### config.mk
export PLATFORM = sky130hd
export DESIGN_NAME = pulse_charge_integrator_flat
export DESIGN_NICKNAME = d
export VERILOG_FILES = /design/src/design/pci_pkg.sv /design/src/design/pci_if.sv /design/src/design/pulse_charge_integrator.sv /design/src/design/pci_front.sv /design/src/design/pci_queue.sv /design/src/design/pci_back.sv /design/src/flat_wrapper.sv
export SDC_FILE = /design/constraint.sdc
export NUM_CORES = 2
export LEC_CHECK = 0
export ABC_AREA = 1
export BUFFER_PORTS_ARGS = -buffer_cell sky130_fd_sc_hd__buf_2
export CAP_MARGIN = 15
export CORE_MARGIN = 8
export CORE_UTILIZATION = 37
export DETAILED_ROUTE_END_ITERATION = 7
export HOLD_SLACK_MARGIN = 0.12
export SKIP_CTS_REPAIR_TIMING = 1
export SLEW_MARGIN = 0
export SYNTH_ARGS = -nofsm -noshare
export SYNTH_HDL_FRONTEND = slang
export SYNTH_SLANG_ARGS = --single-unit
### constraint.sdc
create_clock -name clock -period 9.65 [get_ports clock]
set_input_delay 2.895 -clock clock [delete_from_list [all_inputs] [get_ports clock]]
set_output_delay 2.895 -clock clock [all_outputs]
set_load 0.005 [all_outputs]
### src/design/pci_pkg.sv
// Shared constants, register codes and width helpers for the pulse charge integrator.
`default_nettype none

package pci_pkg;

   localparam int EXPLEN_W   = 17;
   localparam int CFG_W      = 16;
   localparam int CNT_W      = 17;
   localparam int AREA_W     = 42;
   localparam int LEVEL_W    = 26;
   localparam int CSR_ADDR_W = 2;

   localparam logic [CSR_ADDR_W-1:0] CSR_EXPECTED_LENGTH = 2'd0;
   localparam logic [CSR_ADDR_W-1:0] CSR_BASELINE_LAST   = 2'd1;
   localparam logic [CSR_ADDR_W-1:0] CSR_WINDOW_START    = 2'd2;
   localparam logic [CSR_ADDR_W-1:0] CSR_WINDOW_END      = 2'd3;

   localparam logic [EXPLEN_W-1:0] EXPECTED_LENGTH_RST = 17'd10000;
   localparam logic [CFG_W-1:0]    BASELINE_LAST_RST   = 16'd1000;
   localparam logic [CFG_W-1:0]    WINDOW_START_RST    = 16'd3000;
   localparam logic [CFG_W-1:0]    WINDOW_END_RST      = 16'd4000;

   // baseline sum covers up to 2^CFG_W samples
   function automatic int bs_width(input int sample_bits);
      return sample_bits + CFG_W + 1;
   endfunction

   function automatic int ws_width(input int sample_bits);
      return sample_bits + CNT_W;
   endfunction

   // event record: bsum, wsum, min, max, count, baseline_last, empty, length error
   function automatic int rec_width(input int sample_bits);
      return bs_width(sample_bits) + ws_width(sample_bits) + 2 * sample_bits
             + CNT_W + CFG_W + 2;
   endfunction

endpackage

`default_nettype wire

### src/design/pci_if.sv
// Handshake channel interfaces: sample input, result output and register writes.
`default_nettype none

interface pci_req_if #(parameter int SAMPLE_BITS = 16);
   logic                          valid;
   logic                          ready;
   logic signed [SAMPLE_BITS-1:0] sample;
   logic                          last_sample;

   modport source (output valid, output sample, output last_sample, input ready);
   modport sink   (input valid, input sample, input last_sample, output ready);
endinterface

interface pci_rsp_if;
   import pci_pkg::*;
   logic                      valid;
   logic                      ready;
   logic signed [AREA_W-1:0]  area;
   logic signed [LEVEL_W-1:0] min_level;
   logic signed [LEVEL_W-1:0] max_level;
   logic                      length_error;
   logic                      window_empty;

   modport source (output valid, output area, output min_level, output max_level,
                   output length_error, output window_empty, input ready);
   modport sink   (input valid, input area, input min_level, input max_level,
                   input length_error, input window_empty, output ready);
endinterface

interface pci_csr_if;
   import pci_pkg::*;
   logic                  valid;
   logic                  ready;
   logic [CSR_ADDR_W-1:0] index;
   logic [EXPLEN_W-1:0]   data;

   modport source (output valid, output index, output data, input ready);
   modport sink   (input valid, input index, input data, output ready);
endinterface

`default_nettype wire

### src/design/pulse_charge_integrator.sv
// A finished event's record waits in the record queue; the back end then runs the
// one-bit-per-cycle baseline divider, forms the mean and product, and registers the result.
// Throughput: one sample per cycle while the record queue has room. The back end finishes
// one event at a time, waiting on a stalled result sink; QUEUE_DEPTH events can wait.
// Reset: synchronous, clears event state and loads the register defaults
// (expected_length 10000, baseline_last 1000, window 3000 to 4000).
`default_nettype none

module pulse_charge_integrator #(
   parameter int SAMPLE_BITS   = 16,
   parameter int MAX_LENGTH    = 65536,
   parameter int FRACTION_BITS = 8,
   parameter int QUEUE_DEPTH   = 2
) (
   input  wire logic clock,
   input  wire logic reset,
   pci_req_if.sink   req_bus,
   pci_rsp_if.source rsp_bus,
   pci_csr_if.sink   csr_bus
);
   import pci_pkg::*;

   localparam int REC_W = rec_width(SAMPLE_BITS);

   logic             q_full;
   logic             q_empty;
   logic             q_push;
   logic             q_pop;
   logic [REC_W-1:0] rec_in;
   logic [REC_W-1:0] rec_out;

   pci_front #(
      .SAMPLE_BITS (SAMPLE_BITS),
      .MAX_LENGTH  (MAX_LENGTH)
   ) u_front (
      .clock  (clock),
      .reset  (reset),
      .req    (req_bus),
      .csr    (csr_bus),
      .q_full (q_full),
      .push   (q_push),
      .rec    (rec_in)
   );

   pci_queue #(
      .WIDTH (REC_W),
      .DEPTH (QUEUE_DEPTH)
   ) u_queue (
      .clock     (clock),
      .reset     (reset),
      .push      (q_push),
      .push_data (rec_in),
      .pop       (q_pop),
      .pop_data  (rec_out),
      .full      (q_full),
      .empty     (q_empty)
   );

   pci_back #(
      .SAMPLE_BITS   (SAMPLE_BITS),
      .FRACTION_BITS (FRACTION_BITS)
   ) u_back (
      .clock   (clock),
      .reset   (reset),
      .q_empty (q_empty),
      .q_data  (rec_out),
      .q_pop   (q_pop),
      .rsp     (rsp_bus)
   );

endmodule

`default_nettype wire

### src/design/pci_front.sv
// Front end: configuration registers, per-sample classification and event accumulation.
`default_nettype none

module pci_front #(
   parameter int SAMPLE_BITS = 16,
   parameter int MAX_LENGTH  = 65536
) (
   input  wire logic                                        clock,
   input  wire logic                                        reset,
   pci_req_if.sink                                          req,
   pci_csr_if.sink                                          csr,
   input  wire logic                                        q_full,
   output logic                                             push,
   output logic [pci_pkg::rec_width(SAMPLE_BITS)-1:0]       rec
);
   import pci_pkg::*;

   localparam int IDX_W = $clog2(2 * MAX_LENGTH);
   localparam int CMP_W = (IDX_W > EXPLEN_W) ? IDX_W : EXPLEN_W;
   localparam int BS_W  = bs_width(SAMPLE_BITS);
   localparam int WS_W  = ws_width(SAMPLE_BITS);
   localparam logic [IDX_W-1:0] INDEX_MAX = IDX_W'(2 * MAX_LENGTH - 1);
   localparam logic signed [SAMPLE_BITS-1:0] SAMPLE_MAX = {1'b0, {(SAMPLE_BITS-1){1'b1}}};
   localparam logic signed [SAMPLE_BITS-1:0] SAMPLE_MIN = {1'b1, {(SAMPLE_BITS-1){1'b0}}};

   logic [EXPLEN_W-1:0] expected_length_ff;
   logic [CFG_W-1:0]    baseline_last_ff;
   logic [CFG_W-1:0]    window_start_ff;
   logic [CFG_W-1:0]    window_end_ff;

   logic [IDX_W-1:0]              sample_index_ff, sample_index_in;
   logic signed [BS_W-1:0]        baseline_sum_ff, baseline_sum_in;
   logic signed [WS_W-1:0]        window_sum_ff, window_sum_in;
   logic [CNT_W-1:0]              window_count_ff, window_count_in;
   logic signed [SAMPLE_BITS-1:0] window_min_ff, window_min_in;
   logic signed [SAMPLE_BITS-1:0] window_max_ff, window_max_in;

   logic accept;
   logic in_base;
   logic in_window;
   logic length_error;
   logic window_empty;

   assign csr.ready = 1'b1;
   assign req.ready = !q_full;
   assign accept    = req.valid && req.ready;

   always_comb begin
      in_base   = CMP_W'(sample_index_ff) <= CMP_W'(baseline_last_ff);
      // window samples begin only after the baseline ends, never at the saturated index
      in_window = !in_base
                  && CMP_W'(sample_index_ff) >= CMP_W'(window_start_ff)
                  && CMP_W'(sample_index_ff) <= CMP_W'(window_end_ff)
                  && sample_index_ff != INDEX_MAX;

      sample_index_in = (sample_index_ff != INDEX_MAX) ? sample_index_ff + 1'b1
                                                       : sample_index_ff;
      baseline_sum_in = in_base ? baseline_sum_ff + BS_W'(req.sample) : baseline_sum_ff;
      window_sum_in   = in_window ? window_sum_ff + WS_W'(req.sample) : window_sum_ff;
      window_count_in = in_window ? window_count_ff + 1'b1 : window_count_ff;
      window_min_in   = (in_window && req.sample < window_min_ff) ? req.sample
                                                                 : window_min_ff;
      window_max_in   = (in_window && req.sample > window_max_ff) ? req.sample
                                                                 : window_max_ff;

      length_error = CMP_W'(sample_index_in) != CMP_W'(expected_length_ff);
      window_empty = window_count_in == '0;
   end

   assign push = accept && req.last_sample;
   assign rec  = {length_error, window_empty, baseline_last_ff, window_count_in,
                  window_max_in, window_min_in, window_sum_in, baseline_sum_in};

   always_ff @(posedge clock) begin
      if (reset) begin
         expected_length_ff <= EXPECTED_LENGTH_RST;
         baseline_last_ff   <= BASELINE_LAST_RST;
         window_start_ff    <= WINDOW_START_RST;
         window_end_ff      <= WINDOW_END_RST;
         sample_index_ff    <= '0;
         baseline_sum_ff    <= '0;
         window_sum_ff      <= '0;
         window_count_ff    <= '0;
         window_min_ff      <= SAMPLE_MAX;
         window_max_ff      <= SAMPLE_MIN;
      end else begin
         if (csr.valid) begin
            case (csr.index)
               CSR_EXPECTED_LENGTH: expected_length_ff <= csr.data;
               CSR_BASELINE_LAST:   baseline_last_ff   <= csr.data[CFG_W-1:0];
               CSR_WINDOW_START:    window_start_ff    <= csr.data[CFG_W-1:0];
               CSR_WINDOW_END:      window_end_ff      <= csr.data[CFG_W-1:0];
               default: ;
            endcase
         end
         if (accept) begin
            if (req.last_sample) begin
               sample_index_ff <= '0;
               baseline_sum_ff <= '0;
               window_sum_ff   <= '0;
               window_count_ff <= '0;
               window_min_ff   <= SAMPLE_MAX;
               window_max_ff   <= SAMPLE_MIN;
            end else begin
               sample_index_ff <= sample_index_in;
               baseline_sum_ff <= baseline_sum_in;
               window_sum_ff   <= window_sum_in;
               window_count_ff <= window_count_in;
               window_min_ff   <= window_min_in;
               window_max_ff   <= window_max_in;
            end
         end
      end
   end

   a_index_bounded: assert property (@(posedge clock) disable iff (reset)
      sample_index_ff <= INDEX_MAX)
      else $error("sample index past saturation point");

   a_event_restart: assert property (@(posedge clock) disable iff (reset)
      push |=> sample_index_ff == '0 && window_count_ff == '0)
      else $error("event state not cleared after last sample");

   a_count_le_index: assert property (@(posedge clock) disable iff (reset)
      CMP_W'(window_count_ff) <= CMP_W'(sample_index_ff))
      else $error("window count exceeds samples seen");

endmodule

`default_nettype wire

### src/design/pci_queue.sv
// Small register queue holding finished event records between front and back.
`default_nettype none

module pci_queue #(
   parameter int WIDTH = 8,
   parameter int DEPTH = 2
) (
   input  wire logic             clock,
   input  wire logic             reset,
   input  wire logic             push,
   input  wire logic [WIDTH-1:0] push_data,
   input  wire logic             pop,
   output logic [WIDTH-1:0]      pop_data,
   output logic                  full,
   output logic                  empty
);
   localparam int PTR_W = $clog2(DEPTH);
   localparam int CNT_W = $clog2(DEPTH + 1);

   logic [WIDTH-1:0] entry_ff [DEPTH];
   logic [PTR_W-1:0] wr_ptr_ff, rd_ptr_ff;
   logic [CNT_W-1:0] count_ff;

   assign full     = count_ff == CNT_W'(DEPTH);
   assign empty    = count_ff == '0;
   assign pop_data = entry_ff[rd_ptr_ff];

   always_ff @(posedge clock) begin
      if (push) begin
         entry_ff[wr_ptr_ff] <= push_data;
      end
   end

   always_ff @(posedge clock) begin
      if (reset) begin
         wr_ptr_ff <= '0;
         rd_ptr_ff <= '0;
         count_ff  <= '0;
      end else begin
         if (push) begin
            wr_ptr_ff <= (wr_ptr_ff == PTR_W'(DEPTH - 1)) ? '0 : wr_ptr_ff + 1'b1;
         end
         if (pop) begin
            rd_ptr_ff <= (rd_ptr_ff == PTR_W'(DEPTH - 1)) ? '0 : rd_ptr_ff + 1'b1;
         end
         if (push && !pop) begin
            count_ff <= count_ff + 1'b1;
         end else if (pop && !push) begin
            count_ff <= count_ff - 1'b1;
         end
      end
   end

endmodule

`default_nettype wire

### src/design/pci_back.sv
// Back end: baseline mean by bit-serial division, correction and the result register.
`default_nettype none

module pci_back #(
   parameter int SAMPLE_BITS   = 16,
   parameter int FRACTION_BITS = 8
) (
   input  wire logic                                        clock,
   input  wire logic                                        reset,
   input  wire logic                                        q_empty,
   input  wire logic [pci_pkg::rec_width(SAMPLE_BITS)-1:0]  q_data,
   output logic                                             q_pop,
   pci_rsp_if.source                                        rsp
);
   import pci_pkg::*;

   localparam int BS_W   = bs_width(SAMPLE_BITS);
   localparam int WS_W   = ws_width(SAMPLE_BITS);
   localparam int NW     = BS_W + FRACTION_BITS;
   localparam int DIV_W  = CFG_W + 1;
   localparam int STEP_W = $clog2(NW + 1);
   localparam int MEAN_W = SAMPLE_BITS + FRACTION_BITS + 1;
   localparam int PROD_W = CNT_W + 1 + MEAN_W;
   localparam int LVL_W  = MEAN_W + 1;
   localparam int AC_W   = ((WS_W + FRACTION_BITS > PROD_W) ? WS_W + FRACTION_BITS
                                                             : PROD_W) + 2;
   localparam int AREA_EXT_W  = (AC_W > AREA_W) ? AC_W : AREA_W;
   localparam int LEVEL_EXT_W = (LVL_W > LEVEL_W) ? LVL_W : LEVEL_W;

   localparam int O_WS  = BS_W;
   localparam int O_MIN = O_WS + WS_W;
   localparam int O_MAX = O_MIN + SAMPLE_BITS;
   localparam int O_CNT = O_MAX + SAMPLE_BITS;
   localparam int O_BL  = O_CNT + CNT_W;
   localparam int O_EMP = O_BL + CFG_W;
   localparam int O_LE  = O_EMP + 1;

   typedef enum logic [2:0] {
      B_IDLE,
      B_DIV,
      B_MEAN,
      B_PROD,
      B_OUT
   } state_type;

   state_type state_ff;

   logic [NW-1:0]                 div_q_ff;
   logic [DIV_W-1:0]              rem_ff;
   logic [DIV_W-1:0]              divisor_ff;
   logic [STEP_W-1:0]             step_ff;
   logic                          div_neg_ff;
   logic signed [WS_W-1:0]        wsum_ff;
   logic [CNT_W-1:0]              count_ff;
   logic signed [SAMPLE_BITS-1:0] min_ff;
   logic signed [SAMPLE_BITS-1:0] max_ff;
   logic                          len_err_ff;
   logic                          empty_ff;
   logic signed [MEAN_W-1:0]      mean_ff;
   logic signed [PROD_W-1:0]      prod_ff;
   logic signed [LVL_W-1:0]       lo_ff;
   logic signed [LVL_W-1:0]       hi_ff;

   logic                      rsp_valid_ff;
   logic signed [AREA_W-1:0]  area_ff;
   logic signed [LEVEL_W-1:0] min_level_ff;
   logic signed [LEVEL_W-1:0] max_level_ff;
   logic                      length_error_ff;
   logic                      window_empty_ff;

   logic signed [BS_W-1:0]     rec_bsum;
   logic signed [NW-1:0]       dividend;
   logic [NW-1:0]              dividend_mag;
   logic [DIV_W:0]             trial;
   logic                       trial_ge;
   logic [DIV_W:0]             trial_diff;
   logic signed [NW:0]         mean_full;
   logic signed [AC_W-1:0]     area_calc;
   logic signed [AREA_EXT_W-1:0]  area_ext;
   logic signed [LEVEL_EXT_W-1:0] lo_ext;
   logic signed [LEVEL_EXT_W-1:0] hi_ext;

   assign q_pop = (state_ff == B_IDLE) && !q_empty;

   always_comb begin
      rec_bsum     = q_data[BS_W-1:0];
      dividend     = NW'(rec_bsum) <<< FRACTION_BITS;
      dividend_mag = dividend[NW-1] ? NW'(-dividend) : NW'(dividend);

      // one restoring step per cycle, quotient bits shift in behind the dividend
      trial      = {rem_ff, div_q_ff[NW-1]};
      trial_ge   = trial >= {1'b0, divisor_ff};
      trial_diff = trial - {1'b0, divisor_ff};

      // floor: round a negative quotient down when there is a remainder
      mean_full = div_neg_ff ? -$signed({1'b0, div_q_ff}) - (NW+1)'(rem_ff != '0)
                             : $signed({1'b0, div_q_ff});

      area_calc = AC_W'(prod_ff) - (AC_W'(wsum_ff) <<< FRACTION_BITS);
      area_ext  = AREA_EXT_W'(area_calc);
      lo_ext    = LEVEL_EXT_W'(lo_ff);
      hi_ext    = LEVEL_EXT_W'(hi_ff);
   end

   assign rsp.valid        = rsp_valid_ff;
   assign rsp.area         = area_ff;
   assign rsp.min_level    = min_level_ff;
   assign rsp.max_level    = max_level_ff;
   assign rsp.length_error = length_error_ff;
   assign rsp.window_empty = window_empty_ff;

   always_ff @(posedge clock) begin
      if (reset) begin
         state_ff     <= B_IDLE;
         rsp_valid_ff <= 1'b0;
      end else begin
         // in the output step a taken result is replaced right away
         if (rsp.ready && state_ff != B_OUT) begin
            rsp_valid_ff <= 1'b0;
         end
         case (state_ff)
            B_IDLE: begin
               if (!q_empty) begin
                  div_q_ff   <= dividend_mag;
                  div_neg_ff <= dividend[NW-1];
                  rem_ff     <= '0;
                  divisor_ff <= {1'b0, q_data[O_BL +: CFG_W]} + 1'b1;
                  step_ff    <= STEP_W'(NW);
                  wsum_ff    <= q_data[O_WS +: WS_W];
                  min_ff     <= q_data[O_MIN +: SAMPLE_BITS];
                  max_ff     <= q_data[O_MAX +: SAMPLE_BITS];
                  count_ff   <= q_data[O_CNT +: CNT_W];
                  empty_ff   <= q_data[O_EMP];
                  len_err_ff <= q_data[O_LE];
                  state_ff   <= B_DIV;
               end
            end
            B_DIV: begin
               div_q_ff <= {div_q_ff[NW-2:0], trial_ge};
               rem_ff   <= trial_ge ? trial_diff[DIV_W-1:0] : trial[DIV_W-1:0];
               step_ff  <= step_ff - 1'b1;
               if (step_ff == STEP_W'(1)) begin
                  state_ff <= B_MEAN;
               end
            end
            B_MEAN: begin
               mean_ff  <= mean_full[MEAN_W-1:0];
               state_ff <= B_PROD;
            end
            B_PROD: begin
               prod_ff  <= $signed({1'b0, count_ff}) * mean_ff;
               lo_ff    <= (LVL_W'(min_ff) <<< FRACTION_BITS) - LVL_W'(mean_ff);
               hi_ff    <= (LVL_W'(max_ff) <<< FRACTION_BITS) - LVL_W'(mean_ff);
               state_ff <= B_OUT;
            end
            B_OUT: begin
               if (!rsp_valid_ff || rsp.ready) begin
                  rsp_valid_ff    <= 1'b1;
                  area_ff         <= empty_ff ? '0 : area_ext[AREA_W-1:0];
                  min_level_ff    <= empty_ff ? '0 : lo_ext[LEVEL_W-1:0];
                  max_level_ff    <= empty_ff ? '0 : hi_ext[LEVEL_W-1:0];
                  length_error_ff <= len_err_ff;
                  window_empty_ff <= empty_ff;
                  state_ff        <= B_IDLE;
               end
            end
            default: state_ff <= B_IDLE;
         endcase
      end
   end

   a_valid_from_out: assert property (@(posedge clock) disable iff (reset)
      $rose(rsp_valid_ff) |-> $past(state_ff == B_OUT))
      else $error("result raised outside output step");

   a_empty_zero: assert property (@(posedge clock) disable iff (reset)
      rsp_valid_ff && window_empty_ff |->
         area_ff == '0 && min_level_ff == '0 && max_level_ff == '0)
      else $error("empty window with nonzero levels");

   a_div_steps: assert property (@(posedge clock) disable iff (reset)
      state_ff == B_DIV |-> step_ff != '0)
      else $error("divider ran past its last step");

endmodule

`default_nettype wire

### src/flat_wrapper.sv
// flat-port wrapper written by rule: the top's interface ports become plain ports
module pulse_charge_integrator_flat import pci_pkg::*;
#(
   parameter int SAMPLE_BITS   = 16,
   parameter int MAX_LENGTH    = 65536,
   parameter int FRACTION_BITS = 8,
   parameter int QUEUE_DEPTH   = 2
)
  (clock, reset, req_bus_valid, req_bus_sample, req_bus_last_sample, req_bus_ready, rsp_bus_valid, rsp_bus_area, rsp_bus_min_level, rsp_bus_max_level, rsp_bus_length_error, rsp_bus_window_empty, rsp_bus_ready, csr_bus_valid, csr_bus_index, csr_bus_data, csr_bus_ready);
  pci_req_if #(.SAMPLE_BITS(SAMPLE_BITS)) req_bus_i ();
  pci_rsp_if rsp_bus_i ();
  pci_csr_if csr_bus_i ();
  input  wire logic clock;
  input  wire logic reset;
  input wire logic [$bits(req_bus_i.valid)-1:0] req_bus_valid;
  input wire logic [$bits(req_bus_i.sample)-1:0] req_bus_sample;
  input wire logic [$bits(req_bus_i.last_sample)-1:0] req_bus_last_sample;
  output wire logic [$bits(req_bus_i.ready)-1:0] req_bus_ready;
  output wire logic [$bits(rsp_bus_i.valid)-1:0] rsp_bus_valid;
  output wire logic [$bits(rsp_bus_i.area)-1:0] rsp_bus_area;
  output wire logic [$bits(rsp_bus_i.min_level)-1:0] rsp_bus_min_level;
  output wire logic [$bits(rsp_bus_i.max_level)-1:0] rsp_bus_max_level;
  output wire logic [$bits(rsp_bus_i.length_error)-1:0] rsp_bus_length_error;
  output wire logic [$bits(rsp_bus_i.window_empty)-1:0] rsp_bus_window_empty;
  input wire logic [$bits(rsp_bus_i.ready)-1:0] rsp_bus_ready;
  input wire logic [$bits(csr_bus_i.valid)-1:0] csr_bus_valid;
  input wire logic [$bits(csr_bus_i.index)-1:0] csr_bus_index;
  input wire logic [$bits(csr_bus_i.data)-1:0] csr_bus_data;
  output wire logic [$bits(csr_bus_i.ready)-1:0] csr_bus_ready;
  assign req_bus_i.valid = req_bus_valid;
  assign req_bus_i.sample = req_bus_sample;
  assign req_bus_i.last_sample = req_bus_last_sample;
  assign req_bus_ready = req_bus_i.ready;
  assign rsp_bus_valid = rsp_bus_i.valid;
  assign rsp_bus_area = rsp_bus_i.area;
  assign rsp_bus_min_level = rsp_bus_i.min_level;
  assign rsp_bus_max_level = rsp_bus_i.max_level;
  assign rsp_bus_length_error = rsp_bus_i.length_error;
  assign rsp_bus_window_empty = rsp_bus_i.window_empty;
  assign rsp_bus_i.ready = rsp_bus_ready;
  assign csr_bus_i.valid = csr_bus_valid;
  assign csr_bus_i.index = csr_bus_index;
  assign csr_bus_i.data = csr_bus_data;
  assign csr_bus_ready = csr_bus_i.ready;
  pulse_charge_integrator #(.SAMPLE_BITS(SAMPLE_BITS), .MAX_LENGTH(MAX_LENGTH), .FRACTION_BITS(FRACTION_BITS), .QUEUE_DEPTH(QUEUE_DEPTH)) u_core (.clock(clock), .reset(reset), .req_bus(req_bus_i), .rsp_bus(rsp_bus_i), .csr_bus(csr_bus_i));
endmodule
Word-level counts from Yosys, hierarchy flattened --
Memory sizes are Yosys's and may differ from the RTL's. A register that Yosys moved wholly into a read port is not among the register bits. Cells that the tools add are included.
Word-level totals: bits in registers 586, memory bits (writable) 266, word-level logic and storage cells 148, memories kept 1
Memories:
- u_core.u_queue.entry_ff | words 2, width 133, rd ports 1, clocked after Yosys merged registers in 1, write ports 1, line pci_queue.sv:20 | logic [WIDTH-1:0] entry_ff [DEPTH];
Cells by class: add/sub/neg operators 17, multipliers 1, magnitude comparators 6, equal/unequal tests 15, mux-type cells 36, bitwise logic cells 2, reduce and logical (&&, ||, !) cells 35
Operators with widths (count):
- $mux 33 | 4
- $mux 17 | 6
- $mux 41 | 2
- $pmux 41 s2 | 1
- $add 33x16->33 | 2
- $mux 16 | 4
- $sub 24x25->26 | 2
- $mul 18x25->42 | 1
- $sub 42x41->42 | 1
- $neg 41->41 | 1
- $add 17x1->17 const B | 2
- $le 17x16->1 | 2
- $pmux 17 s2 | 1
- $mux 25 | 1
- $neg 25->25 | 1
- $sub 25x1->25 | 1
- $ge 18x17->1 | 1
- $add 16x1->17 const B | 1
- $ge 17x16->1 | 1
- $logic_not 17->1 | 1
- $ne 17x17->1 | 1
- $ne 17x17->1 const B | 1
- $reduce_bool 17->1 | 1
- $sub 17x17->17 | 1
- 29 further kinds | 72

Depth between registers and ports, before layout --
depth after elaboration 8, mapped depth 26, depth with buffers taken out 24

Modules after synthesis --
From an unflattened synthesis, not the netlist that was laid out.
Second synthesis, totals: cells, all modules 7493, area total of the unflattened synthesis 63108.0 um2
By module, submodules not included:
- pci_back | times used 1, cells each 4616, area an instance 37503.5 um2
- pci_front | times used 1, cells each 2430, area an instance 15498.6 um2
- pci_queue | times used 1, cells each 447, area an instance 10105.9 um2

Worst setup path before layout --
No wires, ideal clock.
kind input to register, start point input port req_bus_valid, end point memory u_core.u_queue.entry_ff[0][0] (netlist name), enable pin, arrival 8.760 ns, data required time 9.023 ns, path slack 0.263 ns, cell stages on the path 4, cells stage by stage nand2_1 nor2_1 inv_1 nor2_1
On the way: cells in the longest elaborated chain, start to end 4
Ends and longest elaborated chain:
- from (decl) | line flat_wrapper.sv:15 | input wire logic [$bits(req_bus_i.valid)-1:0] req_bus_valid;
- $logic_and 1x1->1 | line pci_front.sv:46 | assign accept = req.valid && req.ready;
- $logic_and 1x1->1 | line pci_front.sv:70 | assign push = accept && req.last_sample;
- named net u_core.q_push | line pulse_charge_integrator.sv:27 | logic q_push;
- $mux 1 | line pci_queue.sv:29 | if (push) begin
- $mux 1 (not written as such) | line pci_queue.sv:30 | entry_ff[wr_ptr_ff] <= push_data;
- to (decl) | line pci_queue.sv:20
The timed path passes the listed nets, and every way through them passes these cells.

Final worst setup path --
start point register u_core.u_back.count_ff[4], end point register u_core.u_back.prod_ff[41] (data pin)
On the way: cells in the longest elaborated chain, start to end 1
Ends and longest elaborated chain:
- from (decl) | line pci_back.sv:54 | logic [CNT_W-1:0] count_ff;
- from (signal assigned) | line pci_back.sv:132 | count_ff <= q_data[O_CNT +: CNT_W];
- $mul 18x25->42 | line pci_back.sv:151 | prod_ff <= $signed({1'b0, count_ff}) * mean_ff;
- to (signal assigned) | line pci_back.sv:151
- to (decl) | line pci_back.sv:60 | logic signed [PROD_W-1:0] prod_ff;
No other way between the ends. A chain may end at the register's enable or synchronous reset.

==> results.json <==
{
  "status": "finished clean",
  "tns_ps": 0,
  "post_drt_wl_per_cell_um": 17.4,
  "finClkSkew_ps": 87.0,
  "dieArea_um2": 177000,
  "synth_area_leader_cell": "edfxtp_1",
  "num_rows": 148,
  "yosysMostFrequentCell": "nand2_1",
  "start_util_pct": 37.3,
  "yosys_register_bits": 837,
  "drt_iter0_markers": 3623,
  "grt_use_total_pct": 18.2,
  "cts.sinks": 837,
  "cp_max_fo": 25,
  "die_w_um": 421,
  "first_global_vias": 46517,
  "ys_async_sr_fraction_pct": 0,
  "fin_nets": 7996,
  "rsz0062_at_grt": "false",
  "yosysUniqueCellTypes": 59,
  "required_ps": 10090,
  "worst_hold_path_type": "register to register",
  "synth_top_area_share_pct": 31.2,
  "fp.dieH_um": 421,
  "post-route-min-period_ps": 6960,
  "ys_seq_area_share_pct": 38.0,
  "pin_count": 140,
  "cp-start-kind": "register",
  "synthToLayoutAreaGrowth_pct": 10.4,
  "finalHoldViolations": 0,
  "final_antenna_net_count": 0,
  "dominantRegCellSynth": "edfxtp_1",
  "htreeDepth": 3,
  "synthTopCellsByArea": "edfxtp_1 31%, fa_1 14%, nand2_1 11%, inv_1 8.3%, ha_1 7.5%",
  "drive_gt1_share_pct": 5.98,
  "antenna_found_initial": 4,
  "cts_max_path_buffers": 3,
  "avgSynthCellArea_um2": 8.50,
  "drt-total-wl_um": 164000,
  "grt_max_degree": 131,
  "tritoncts": "built",
  "synth_edf_count": 631,
  "syn_area_um2": 60800,
  "overflow": 0,
  "syn-num-nets": 7970,
  "cp-end-kind": "register",
  "finalSetupViolations": 0,
  "drc": 0,
  "clkLatencyLatePin_ps": 740,
  "vias_per_cell": 4.93,
  "detail_route.first_pass.iterations": 5,
  "coreArea_um2": 163000,
  "post-route-period-util_pct": 72.1,
  "yosys_warnings": 0,
  "numCtsBuffers": 97,
  "io_buffers": 138,
  "cts.clk_slew.worst_paths_ps": 60,
  "syn_inst": 7152,
  "dp_hpwl_um": 124000,
  "vias": 46595,
  "ys_top_cells_by_count": "1748 x nand2_1, 1338 x inv_1, 631 x edfxtp_1",
  "nFillCells": 16286,
  "tightestPinTransition_ps": 1190,
  "grt_first_pass_wirelength_um": 262000,
  "max_cap_violations": 0,
  "maxSlewViolCount": 0,
  "crit_type": "register to register",
  "routabilityCongestion": 0.900,
  "fmax_mhz": 144,
  "clockRootBuffer": "clkbuf_16",
  "slew-limit-headroom_pct": 20.7,
  "crit_arrival_ps": 7400
}
worst paths after layout:
kind	startpoint	cells after the start	slack, ps	endpoint
worst max-delay path	u_core.u_back.count_ff[4]	20	2690	u_core.u_back.prod_ff[41]
worst min-delay path	u_core.u_back.len_err_ff	0	430	u_core.u_back.rsp.length_error
worst max register to register	u_core.u_back.count_ff[4]	20	2690	u_core.u_back.prod_ff[41]
worst min register to register	u_core.u_back.len_err_ff	0	430	u_core.u_back.rsp.length_error
worst max-delay path, cell delays in order (launching register included):
cell	delay, ps
edfxtp_1	950
nand2_1	260
fa_1	760
inv_1	140
fa_1	880
fa_1	520
fa_1	470
fa_1	550
inv_1	60
fa_1	530
inv_1	40
ha_1	350
nand2_1	90
nor2_1	150
inv_1	80
nor4_1	360
nand3_1	130
nand3_1	160
nand2_1	60
nand2_1	70
xor2_1	60
placed cells by master (no fill, tap or decap), drive strengths merged, types with 96 or more instances in the layout:
| cell | instances |
|---|---|
| nand2 | 1752 |
| inv | 1354 |
| edfxtp | 631 |
| a21oi | 496 |
| nor2 | 431 |
| fa | 415 |
| o21ai | 386 |
| ha | 362 |
| nand3 | 219 |
| dfxtp | 206 |
| buf | 182 |
| xor2 | 132 |
| clkbuf | 115 |
| xnor2 | 96 |
cell families after synthesis:
logic type                 count (synthesis)  synth area share, %
muxes                                     12                0.198
and+or+nand+nor                         2606                 17.5
AOI/OAI and AO/OA                       1087                 9.82
xor gates and xnor gates                 228                 3.29
adders and majority gates                777                 21.1
buffers and inverters                   1604                 10.2
other                                      1              0.00617
DFF                                      837                 38.0
metal layers:
layer | global-route usage, % | share of wire [%] | vias to the layer above
li1 | - | - | 22824
met1 | 25.7 | 48 | 22515
met2 | 30.0 | 46 | 1056
met3 | 2.42 | 4.8 | 200
met4 | 3.84 | 2.1 | 0
met5 | 0 | 0 | -
area by class of cell:
| type | count | area (um2) | share of cell area, % |
|---|---|---|---|
| antenna | 5 | 12.5 | 0.0187 |
| clock buffer | 115 | 2550 | 3.81 |
| clock inverter | 69 | 982 | 1.46 |
| inverter | 1349 | 5070 | 7.56 |
| multi-input combinational | 4711 | 31600 | 47.1 |
| sequential | 837 | 23100 | 34.4 |
| tap | 2175 | 2720 | 4.06 |
| timing repair buffer | 182 | 1050 | 1.56 |
through the flow:
stage	util (%)	cell area (um2)	hold slack (ps)	setup slack [ps]	instances
3_5_place_dp	39.0	63500	411	2640	9254
2_1_floorplan	-	60800	400	263	7152
6_report	41.2	67100	427	2690	9443
4_1_cts	41.2	67100	425	2620	9438
5_1_grt	41.2	67100	434	2140	9439
3_3_place_gp	39.0	63500	412	2770	9254
flip-flops by register name, summed over array words and instances, names as in the netlist, 17 cells and up, named ones only:
register	cells
u_core.u_back.prod_ff	42
u_core.u_back.divisor_ff	17
u_core.u_front.baseline_sum_ff	33
u_core.u_back.rem_ff	17
u_core.u_back.rsp.area	42
u_core.u_front.window_sum_ff	33
u_core.u_back.hi_ext	18
u_core.u_back.rsp.max_level	18
u_core.u_back.count_ff	17
u_core.u_front.expected_length_ff	17
u_core.u_back.lo_ext	26
u_core.u_queue.entry_ff	266
u_core.u_front.window_count_ff	17
u_core.u_back.mean_ff	25
u_core.u_back.wsum_ff	33
u_core.u_front.sample_index_ff	17
u_core.u_back.rsp.min_level	26
u_core.u_back.div_q_ff	41
Power is not shown: default switching activity piles up to over one toggle a cycle in this logic, so the estimate is an artifact.
